===== src/rtl/ptw_pkg.sv =====
// ============================================================================
// ptw_pkg: shared types and constants of the page table walker
// Memory geometry, command and status codes, walk levels and the bundles
// that run between the walk controller and the datapath.
// ============================================================================
package ptw_pkg;

    // Table memory geometry: 2^MEM_ADDR_BITS words of 64 bits.
    localparam int MEM_ADDR_BITS = 16;
    localparam int WORD_IDX_W    = 49;   // frame (40 bits) and entry index (9 bits)

    // Override roots must lie strictly above this value.
    localparam logic [63:0] ROOT_LOWER_BOUND = 64'h0000_0000_0001_0000;

    // Configuration register reset values.
    localparam logic [63:0] DEFAULT_ROOT_RESET = 64'h0;
    localparam logic [63:0] ROOT_LIMIT_RESET   = 64'hFFFF_8000_0000_0000;

    // Page table entry bits.
    localparam int BIT_PRESENT   = 0;
    localparam int BIT_PAGE_SIZE = 7;

    // Configuration register indexes.
    localparam int CFG_INDEX_W = 1;
    typedef enum logic [CFG_INDEX_W-1:0] {
        CFG_DEFAULT_ROOT = 1'b0,
        CFG_ROOT_LIMIT   = 1'b1
    } cfg_index_t;

    // Input commands.
    typedef enum logic {
        CMD_WRITE     = 1'b0,
        CMD_TRANSLATE = 1'b1
    } command_t;

    // Result status codes.
    typedef enum logic [2:0] {
        STAT_OK          = 3'd0,
        STAT_ZERO_ADDR   = 3'd1,
        STAT_BAD_ROOT    = 3'd2,
        STAT_NOT_PRESENT = 3'd3,
        STAT_HUGE        = 3'd4,
        STAT_OUTSIDE     = 3'd5
    } status_t;

    // Walk levels.
    typedef enum logic [1:0] {
        LVL_PML4 = 2'd0,
        LVL_PDPT = 2'd1,
        LVL_PD   = 2'd2,
        LVL_PT   = 2'd3
    } level_t;

    // Which fields a finished walk reports.
    typedef enum logic [1:0] {
        RES_EMPTY   = 2'd0,   // rejected before any read: level, address and value zero
        RES_OUTSIDE = 2'd1,   // address beyond the memory: level and address only
        RES_ENTRY   = 2'd2    // the entry last read
    } res_kind_t;

    // Controller state.
    typedef enum logic [1:0] {
        S_IDLE  = 2'd0,
        S_START = 2'd1,
        S_EVAL  = 2'd2
    } state_t;

    // Commands from the controller to the datapath.
    typedef struct packed {
        logic      load_item;
        logic      mem_we;
        logic      sel_entry;
        logic      rd_en;
        logic      out_load;
        res_kind_t kind;
        status_t   status;
        logic      is_2m;
    } dp_cmd_t;

    // Status from the datapath to the controller.
    typedef struct packed {
        logic   va_zero;
        logic   root_bad;
        logic   outside;
        logic   present;
        logic   page_size;
        level_t level;
    } dp_stat_t;

endpackage


===== src/rtl/ptw_ctrl.sv =====
// ============================================================================
// ptw_ctrl: walk controller
// State machine that sequences root checks and the level-by-level table
// reads, and owns the response valid flag.
// ============================================================================
module ptw_ctrl
    import ptw_pkg::*;
(
    input  logic     clk,
    input  logic     rst_n,
    input  logic     req_valid,
    input  logic     req_command,
    output logic     req_ready,
    output logic     rsp_valid,
    input  logic     rsp_ready,
    input  dp_stat_t stat,
    output dp_cmd_t  cmd
);

    state_t    state_reg, state_next;
    logic      out_valid_reg, out_valid_next;
    logic      out_free;
    logic      done;
    res_kind_t done_kind;
    status_t   done_status;
    logic      done_large;

    // The response register can take a new result when empty or draining.
    assign out_free  = !out_valid_reg || rsp_ready;
    assign rsp_valid = out_valid_reg;

    // Walk decision for the current state.
    always_comb
    begin
        done        = 1'b0;
        done_kind   = RES_EMPTY;
        done_status = STAT_OK;
        done_large  = 1'b0;
        case (state_reg)
            S_START:
            begin
                if (stat.va_zero)
                begin
                    done        = 1'b1;
                    done_status = STAT_ZERO_ADDR;
                end
                else if (stat.root_bad)
                begin
                    done        = 1'b1;
                    done_status = STAT_BAD_ROOT;
                end
                else if (stat.outside)
                begin
                    done        = 1'b1;
                    done_kind   = RES_OUTSIDE;
                    done_status = STAT_OUTSIDE;
                end
            end
            S_EVAL:
            begin
                if (!stat.present)
                begin
                    done        = 1'b1;
                    done_kind   = RES_ENTRY;
                    done_status = STAT_NOT_PRESENT;
                end
                else if (stat.level == LVL_PDPT && stat.page_size)
                begin
                    done        = 1'b1;
                    done_kind   = RES_ENTRY;
                    done_status = STAT_HUGE;
                end
                else if (stat.level == LVL_PD && stat.page_size)
                begin
                    done        = 1'b1;
                    done_kind   = RES_ENTRY;
                    done_large  = 1'b1;
                end
                else if (stat.level == LVL_PT)
                begin
                    done        = 1'b1;
                    done_kind   = RES_ENTRY;
                end
                else if (stat.outside)
                begin
                    done        = 1'b1;
                    done_kind   = RES_OUTSIDE;
                    done_status = STAT_OUTSIDE;
                end
            end
            default:
            begin
                done = 1'b0;
            end
        endcase
    end

    // Next state.
    always_comb
    begin
        state_next = state_reg;
        case (state_reg)
            S_IDLE:
            begin
                if (req_valid && req_command == CMD_TRANSLATE)
                begin
                    state_next = S_START;
                end
            end
            S_START, S_EVAL:
            begin
                if (done)
                begin
                    if (out_free)
                    begin
                        state_next = S_IDLE;
                    end
                end
                else
                begin
                    state_next = S_EVAL;
                end
            end
            default:
            begin
                state_next = S_IDLE;
            end
        endcase
    end

    // Outputs to the datapath and the request channel.
    always_comb
    begin
        req_ready     = 1'b0;
        cmd           = '0;
        cmd.kind      = done_kind;
        cmd.status    = done_status;
        cmd.is_2m     = done_large;
        case (state_reg)
            S_IDLE:
            begin
                req_ready     = 1'b1;
                cmd.load_item = req_valid && req_command == CMD_TRANSLATE;
                cmd.mem_we    = req_valid && req_command == CMD_WRITE;
            end
            S_START, S_EVAL:
            begin
                cmd.sel_entry = state_reg == S_EVAL;
                if (done)
                begin
                    cmd.out_load = out_free;
                end
                else
                begin
                    cmd.rd_en = 1'b1;
                end
            end
            default:
            begin
                req_ready = 1'b0;
            end
        endcase
    end

    // Response valid flag: set on a new result, cleared by a transfer.
    always_comb
    begin
        out_valid_next = out_valid_reg;
        if (cmd.out_load)
        begin
            out_valid_next = 1'b1;
        end
        else if (rsp_ready)
        begin
            out_valid_next = 1'b0;
        end
    end

    // Control registers.
    always_ff @(posedge clk or negedge rst_n)
    begin
        if (!rst_n)
        begin
            state_reg     <= S_IDLE;
            out_valid_reg <= 1'b0;
        end
        else
        begin
            state_reg     <= state_next;
            out_valid_reg <= out_valid_next;
        end
    end

endmodule


===== config.mk =====
export PLATFORM = sky130hd
export DESIGN_NAME = ptw_ctrl
export DESIGN_NICKNAME = d
export VERILOG_FILES = /design/src/rtl/ptw_pkg.sv /design/src/rtl/ptw_ctrl.sv
export SDC_FILE = /design/constraint.sdc
export NUM_CORES = 1
export LEC_CHECK = 0
export BUFFER_PORTS_ARGS = -buffer_cell sky130_fd_sc_hd__buf_2
export CORE_AREA = 2 2 39 41
export CTS_CLUSTER_DIAMETER = 50
export DETAILED_ROUTE_END_ITERATION = 6
export DIE_AREA = 0 0 41 43
export SLEW_MARGIN = 40
export SYNTH_ARGS = -nofsm -noshare
export SYNTH_HDL_FRONTEND = slang
export SYNTH_SLANG_ARGS = --single-unit

===== constraint.sdc =====
create_clock -name clk -period 1.7 [get_ports clk]
set_input_delay 0.17 -clock clk [delete_from_list [all_inputs] [get_ports clk]]
set_output_delay 0.17 -clock clk [all_outputs]
set_load 0.02 [all_outputs]

# Yosys cells after proc, flatten, opt, wreduce, memory -nomap -nowiden
# Cells that the tools add are included.
[word_totals] latch_bits=0 rom_bits=0 register_bits=3 ramBits=0 wordCells=59 output_inout_bits=13 inputBits=12 n_memories=0
[op_classes] div=0 n_bitwise=1 n_lt_le_gt_ge=0 reduce_logical=10 n_mux=39 multipliers=0 add_sub_neg=0 n_shift=0 n_eq_ne=7
[op_table] cell="two-way mux 3 bit" n=8
[op_table] cell="two-way mux 1 bit" n=19
[op_table] cell="two-way mux 2 bit" n=8
[op_table] cell="case mux 2 bit (2 select lines)" n=2
[op_table] cell="equality test 2 bit, second input constant" n=3
[op_table] cell="case mux 3 bit (2 select lines)" n=1
[op_table] cell="equality test 2 x 1 -> 1 bit, second input constant" n=2
[op_table] cell="logical AND 1 bit" n=4
[op_table] cell="!= test 3 bit, second input constant" n=1
[op_table] cell="zero test 2 bit" n=1
[op_table] cell="!= test 2 bit, second input constant" n=1
[op_table] cell="case mux 1 bit (2 select lines)" n=1
[op_table] cell="AND reduction 2 bit" n=1
[op_table] cell="nonzero test 2 bit" n=1
[op_table] cell="OR reduction 2 bit" n=1
[op_table] cell="zero test 1 bit" n=1
[op_table] cell="logical OR 1 bit" n=1
[op_table] cell="inverter 1 bit" n=1

# Longest topological paths before layout
# Gate-level depths: netlist of the first run.
[logic_depth] word_depth=9 mapped_depth=6 depth_no_buf=6

# Worst setup path before layout of the first run
# Ideal clock, no wire load.
[synth_timing] kind="reg-to-output" start="register state_reg[0]" end="output cmd[7] (netlist name)" t_arrival_ns=1.404 path_stages_with_launch=5 n_path_buf=0 path_slack_ns=0.126 required_time_ns=1.530 path_cell_list="dfrtp_1 -> inv_1 -> ha_1 -> inv_1 -> nor3_1"
[synth_rtl] item="start, declared" line="ptw_ctrl.sv:20" text="state_t state_reg, state_next;"
[synth_rtl] item="start signal, assigned" line="ptw_ctrl.sv:189" text="state_reg <= state_next;"
[synth_rtl] item="end, declared" line="ptw_ctrl.sv:17" text="output dp_cmd_t cmd"

==> run summary, run 1 <==
• number of top-level pins: 25
• buffer cell driving the clock tree root: clkbuf_4
• Critical Path Source Type: flop
• H-Tree Depth: 1
• die outline area: 0.00176 mm2
• total number of vias: 508
• Clk pin slew, worst setup/hold paths: 40 ps
• worst path required time: 1530 ps
• effective utilization at floorplan: 0.316
• setup repair after global routing missed its margin: true
• fin crit period: 1670 ps
• Horiz. Die Dim: 41 um
• last element of the critical path: cmd[7]
• Filler Cell Count: 142
• relative slew slack: 0.854
• number of global-route vias before repair: 408
• all-layer global routing usage: 0.124
• period utilization: 0.985
• count of nets after finishing: 106
• startpoint of the lowest-slack register-to-register path: state_reg[1]$_DFFE_PN0P_
• total setup violations reported at the end of the flow: 0
• Final Hold Fails: 0
• buffers added on ports: 24
• clk_lat worst skew: 230 ps
• met1 layer wirelength in the final routing: 477 um
• crit path capture type: output pin
• die height: 43 um
• largest net degree at the start of global routing: 8
• slew at the pin closest to its max-slew limit: 219 ps
• number of antenna-violating nets in the routed design: 0
• proportion of synthesized chip area in sequential cells: 0.171
• syn_area_per_cell: 7.55 um2
• aggregate routed wire length: 1.12 mm
• Arrival @ worst endpoint: 1500 ps
• count of warnings emitted by yosys: 0
• area of the core: 0.00138 mm2
• clock buffer depth: 2
• Max Fclk: 597 MHz
• worst voltage drop across the vdd grid: 1030 uV
• Placed Instances: 96
• final non-filler cell total: 105
• TritonCTS Buffers: 3
• Leakage Power: 0.345 nW
• worst-path fanout max: 4
• first-pass GRT wire length: 1.52 mm
• fraction of layout cells with a size suffix above 1: 0.506
• final global-route overflow total: 0
• met2 routed wirelength: 586 um
• final max-slew violation count: 0
• post-synthesis net count: 74
• TritonCTS clock tree: done
• Post-route DRC: 0
• number of cells produced by synthesis: 58
• number of antenna cells inserted: 0
• number of antenna violations at the first check in global routing: 0
• highest metal layer used by the detailed router: met3
• Layout Utilization: 0.513
• total power after layout: 1.15 mW
• combined area of all synthesized cells: 438 um2
• cells on worst reg2reg path: 6
• pwr/cell area: 1620 mW/mm2
• met3 WL post-DR: 59 um
• wire per inst: 10.7 um
• start point of the critical path: state_reg[1]$_DFFE_PN0P_
• Hold WC Path Type: in -> async
• reg2reg end: state_reg[1]$_DFFE_PN0P_
• Yosys cell types: 25
• outcome: complete, no violations
• register-to-register path setup slack: 240 ps
• max FFs per register: 2
• detailed placement HPWL: 850 um
• Initial DRT Pass Iterations: 4
• total number of clock tree sinks: 3
• drt first-iter violations: 9
• register bit total from synthesis: 3
• Post-Route Setup TNS: 0 ps
• post-route clock skew: 1.37 ps
• WS Path Type: reg -> out
• global placer's final weighted congestion: 0.763
• std cell rows: 14
• # Max-Cap Violations: 0
• Vias per Instance: 4.84
• post-synthesis to final-layout area growth: 62.0%
==> critical path, cell delays in order (launching register included) <==
cell	delay [ps]
dfrtp_2	380
inv_2	70
ha_4	170
o31a_1	160
buf_4	170
nor3_4	190
buf_6	140
==> worst min path at each step <==
stage / slack, ps / cells past startpoint / startpoint / end
floorplan: -130 / 0 / rst_n / rsp_valid$_DFFE_PN0P_
global placement: -30 / 1 / rst_n / rsp_valid$_DFFE_PN0P_
detailed placement: -30 / 1 / rst_n / rsp_valid$_DFFE_PN0P_
CTS: 250 / 2 / rst_n / rsp_valid$_DFFE_PN0P_
global route: 280 / 2 / rst_n / rsp_valid$_DFFE_PN0P_
finish: 260 / 2 / rst_n / rsp_valid$_DFFE_PN0P_
==> layout make-up <==
| class | instances | area [um2] | share of cell area |
|---|---|---|---|
| repair buffers | 29 | 171 | 0.242 |
| multi-input cells | 49 | 397 | 0.559 |
| clock buffers | 4 | 26.3 | 0.0370 |
| flip-flops and latches | 3 | 77.6 | 0.109 |
| well taps | 16 | 20.0 | 0.0282 |
| inverters | 4 | 17.5 | 0.0247 |
==> metrics by stage <==
step | setup WS [ps] | hold slack (ps) | area [um2]
2_1_floorplan | 126 | -126 | 438
3_3_place_gp | 110 | -33.3 | 563
3_5_place_dp | 114 | -34.4 | 563
4_1_cts | 2.34 | 248 | 617
5_1_grt | -38.0 | 276 | 709
6_report | 26.0 | 263 | 709
==> layer usage <==
metal,vias to the layer above,global-route usage
met5,-,0
met4,0,0.0600
li1,263,-
met2,17,0.216
met3,0,0
met1,228,0.147
==> layout by cell type, fill, tap and decap left out, types with 3 or more instances in the layout <==
cell      synthesis  layout
buf_2             0      21
ha_4              0       3
buf_4             2       6
clkbuf_4          0       3
o21ai_0           3       3
a21oi_1           4       4
nor2_1            4       4
nand2b_1          3       3
nand2_1          10      10
==> power breakdown <==
group / internal, mW / switching, mW / total [mW]
Combinational: 0.404 / 0.486 / 0.890
Clock: 0.0877 / 0.0327 / 0.120
Sequential: 0.106 / 0.0330 / 0.139
==> cells by family (layout without fill, tap and decap cells) <==
| logic type | count (synthesis) | after routing | synth area share |
|---|---|---|---|
| buffers and inverters | 6 | 37 | 0.0686 |
| and+or+nand+nor | 27 | 27 | 0.326 |
| muxes | 1 | 1 | 0.0229 |
| DFF | 3 | 3 | 0.171 |
| AOI/OAI and AO/OA | 16 | 16 | 0.271 |
| adders and majority gates | 5 | 5 | 0.140 |
==> cells in the mapped netlist <==
cell type	n	area share
ha_1	4	0.11
nand2_1	10	0.086
and3b_1	1	0.020
a21oi_1	4	0.046
o31a_1	1	0.020
nand2b_1	3	0.043
nor2b_1	2	0.029
o21ai_2	1	0.020
nor3_1	2	0.023
and3_1	1	0.014
mux2i_1	1	0.023
o21ai_0	3	0.034
a32o_1	1	0.023
nand2b_4	1	0.031
inv_1	4	0.034
o311ai_2	1	0.037
nor2_1	4	0.034
o211ai_1	1	0.017
a21bo_2	1	0.023
buf_4	2	0.034
nand3b_1	2	0.034
nand3_1	1	0.011
o21a_1	3	0.051
dfrtp_1	3	0.17
maj3_2	1	0.026
==> what timing repair did <==
action / 4_1_cts / 5_1_grt
pin swaps: 0 / 1
hold buffers: 1 / 0
setup endpoints to repair: 5 / 4
gates resized for setup: 6 / 13
hold endpoints to repair: 3 / 0
buffers inserted: 0 / 4
Note: power is estimated with default switching activity, not from simulation.
==> inputs of run 2 (changes only) <==
Settings changed: PLACE_DENSITY set to 0.62.
==> run summary, run 2 (same netlist as run 1, synthesis figures left out) <==
• total number of vias: 507
• largest net degree at the start of global routing: 8
• fin crit period: 1660 ps
• buffers added on ports: 24
• Max Fclk: 604 MHz
• Placed Instances: 96
• period utilization: 0.974
• crit path capture type: output pin
• Hold WC Path Type: in -> async
• Final Hold Fails: 0
• Leakage Power: 0.333 nW
• met3 global-route usage: 0.0314
• Arrival @ worst endpoint: 1490 ps
• H-Tree Depth: 1
• area of the core: 0.00138 mm2
• number of antenna-violating nets in the routed design: 0
• register area: 77.6 um2
• post-synthesis to final-layout area growth: 53.4%
• Horiz. Die Dim: 41 um
• final non-filler cell total: 104
• detailed placement HPWL: 890 um
• area of the multi-input gates: 370 um2
• total setup violations reported at the end of the flow: 0
• number of global-route vias before repair: 484
• Post-route DRC: 0
• outcome: complete, no violations
• final global-route overflow total: 0
• power share of the clock group: 0.119
• Vias per Instance: 4.88
• number of antenna cells inserted: 0
• die outline area: 0.00176 mm2
• final worst hold slack: 258 ps
• global placer's final weighted congestion: 0.869
• clk_lat worst skew: 230 ps
• final max-slew violation count: 0
• fraction of layout cells with a size suffix above 1: 0.477
• sequential fraction of design power: 0.134
• most congested layer reported by global routing: met2
• register-to-register path setup slack: 300 ps
• met1 track demand over resource in global routing: 0.136
• start point of the critical path: state_reg[0]$_DFFE_PN0P_
• TritonCTS Buffers: 3
• post-route clock skew: 0.0666 ps
• WS Path Type: reg -> out
• Comb pwr share: 0.747
• # Max-Cap Violations: 0
• Cell Int Power: 534 uW
• std cell rows: 14
• most frequent cells in the layout: buf_2 (22), nand2_1 (10), buf_4 (5), a21oi_1 (4), nor2_1 (4)
• worst voltage drop across the vdd grid: 812 uV
• reg2reg end: state_reg[1]$_DFFE_PN0P_
• switching power: 505 uW
• number of top-level pins: 25
• wire per inst: 10.4 um
• Initial DRT Pass Iterations: 4
• cells on worst reg2reg path: 6
• post-route worst setup slack: 43.4 ps
• drt first-iter violations: 4
• startpoint of the lowest-slack register-to-register path: state_reg[1]$_DFFE_PN0P_
• TritonCTS clock tree: done
• Switching Share: 0.486
• setup repair after global routing missed its margin: true
• slew at the pin closest to its max-slew limit: 215 ps
• worst path required time: 1530 ps
• pwr/cell area: 1550 mW/mm2
• buffer cell driving the clock tree root: clkbuf_4
• clock buffer depth: 2
• all-layer global routing usage: 0.145
• Filler Cell Count: 140
• worst-path fanout max: 4
• total number of clock tree sinks: 3
• Clk pin slew, worst setup/hold paths: 40 ps
• met2 GRT Util: 0.253
• max FFs per register: 2
• first-pass GRT wire length: 1.72 mm
• number of antenna violations at the first check in global routing: 0
• Critical Path Source Type: flop
• relative slew slack: 0.857
• aggregate routed wire length: 1.09 mm
• die height: 43 um
• count of nets after finishing: 105
• effective utilization at floorplan: 0.316
• setup slack at placement: 138 ps
• most common library cell in the layout ignoring fill and taps: buf_2
[run 2: routing by layer]
layer,share of wire,vias up
met5,0,-
met4,0,0
met2,0.55,14
li1,-,263
met3,0.043,0
met1,0.40,230
[run 2: timing repair]
item                                   CTS  global route
pin swaps                                0             0
setup buffers                            1             2
endpoints found under the hold margin    3             0
hold buffers                             1             0
resized for setup                        6             8
setup endpoints to repair                6             5
[run 2: cell type report]
class,count,area share
Timing Repair Buffer,28,0.235
Multi-Input combinational cell,49,0.551
Clock buffer,4,0.0391
Inverter,4,0.0298
Tap cell,16,0.0298
Sequential cell,3,0.115
[run 2: critical path, stage by stage, from the launching register on]
cell     delay (ps)
dfrtp_2         420
buf_4           150
ha_4            160
o31a_1          130
o21ai_2         190
nor2_1           60
buf_4           160
[run 2: power by group through the flow]
| stage | clock [mW] | sequential (mW) | combinational (mW) |
|---|---|---|---|
| after floorplan | 0 | 0.131 | 0.477 |
| after global placement | 0 | 0.123 | 0.641 |
| after detailed placement | 0 | 0.124 | 0.642 |
| after CTS | 0.134 | 0.126 | 0.715 |
| after global routing | 0.132 | 0.143 | 0.845 |
| final | 0.124 | 0.139 | 0.776 |
[run 2: how the worst max path moves through the flow]
stage,endpoint,slack [ps],depth (start not counted)
detailed placement,cmd[7],140,5
CTS,cmd[1],-30,5
finish,cmd[6],40,6
floorplan,cmd[7],130,4
global route,cmd[6],-20,6
global placement,cmd[7],130,5
[run 2: stage by stage]
stage          power (mW)  cell area, um2  TNS [ps]   util
6_report             1.04             672         0  0.486
5_1_grt              1.12             672     -38.2  0.486
4_1_cts             0.975             627     -37.1  0.453
3_5_place_dp        0.766             563         0  0.407
3_3_place_gp        0.764             563         0  0.407
2_1_floorplan       0.608             438         0      -
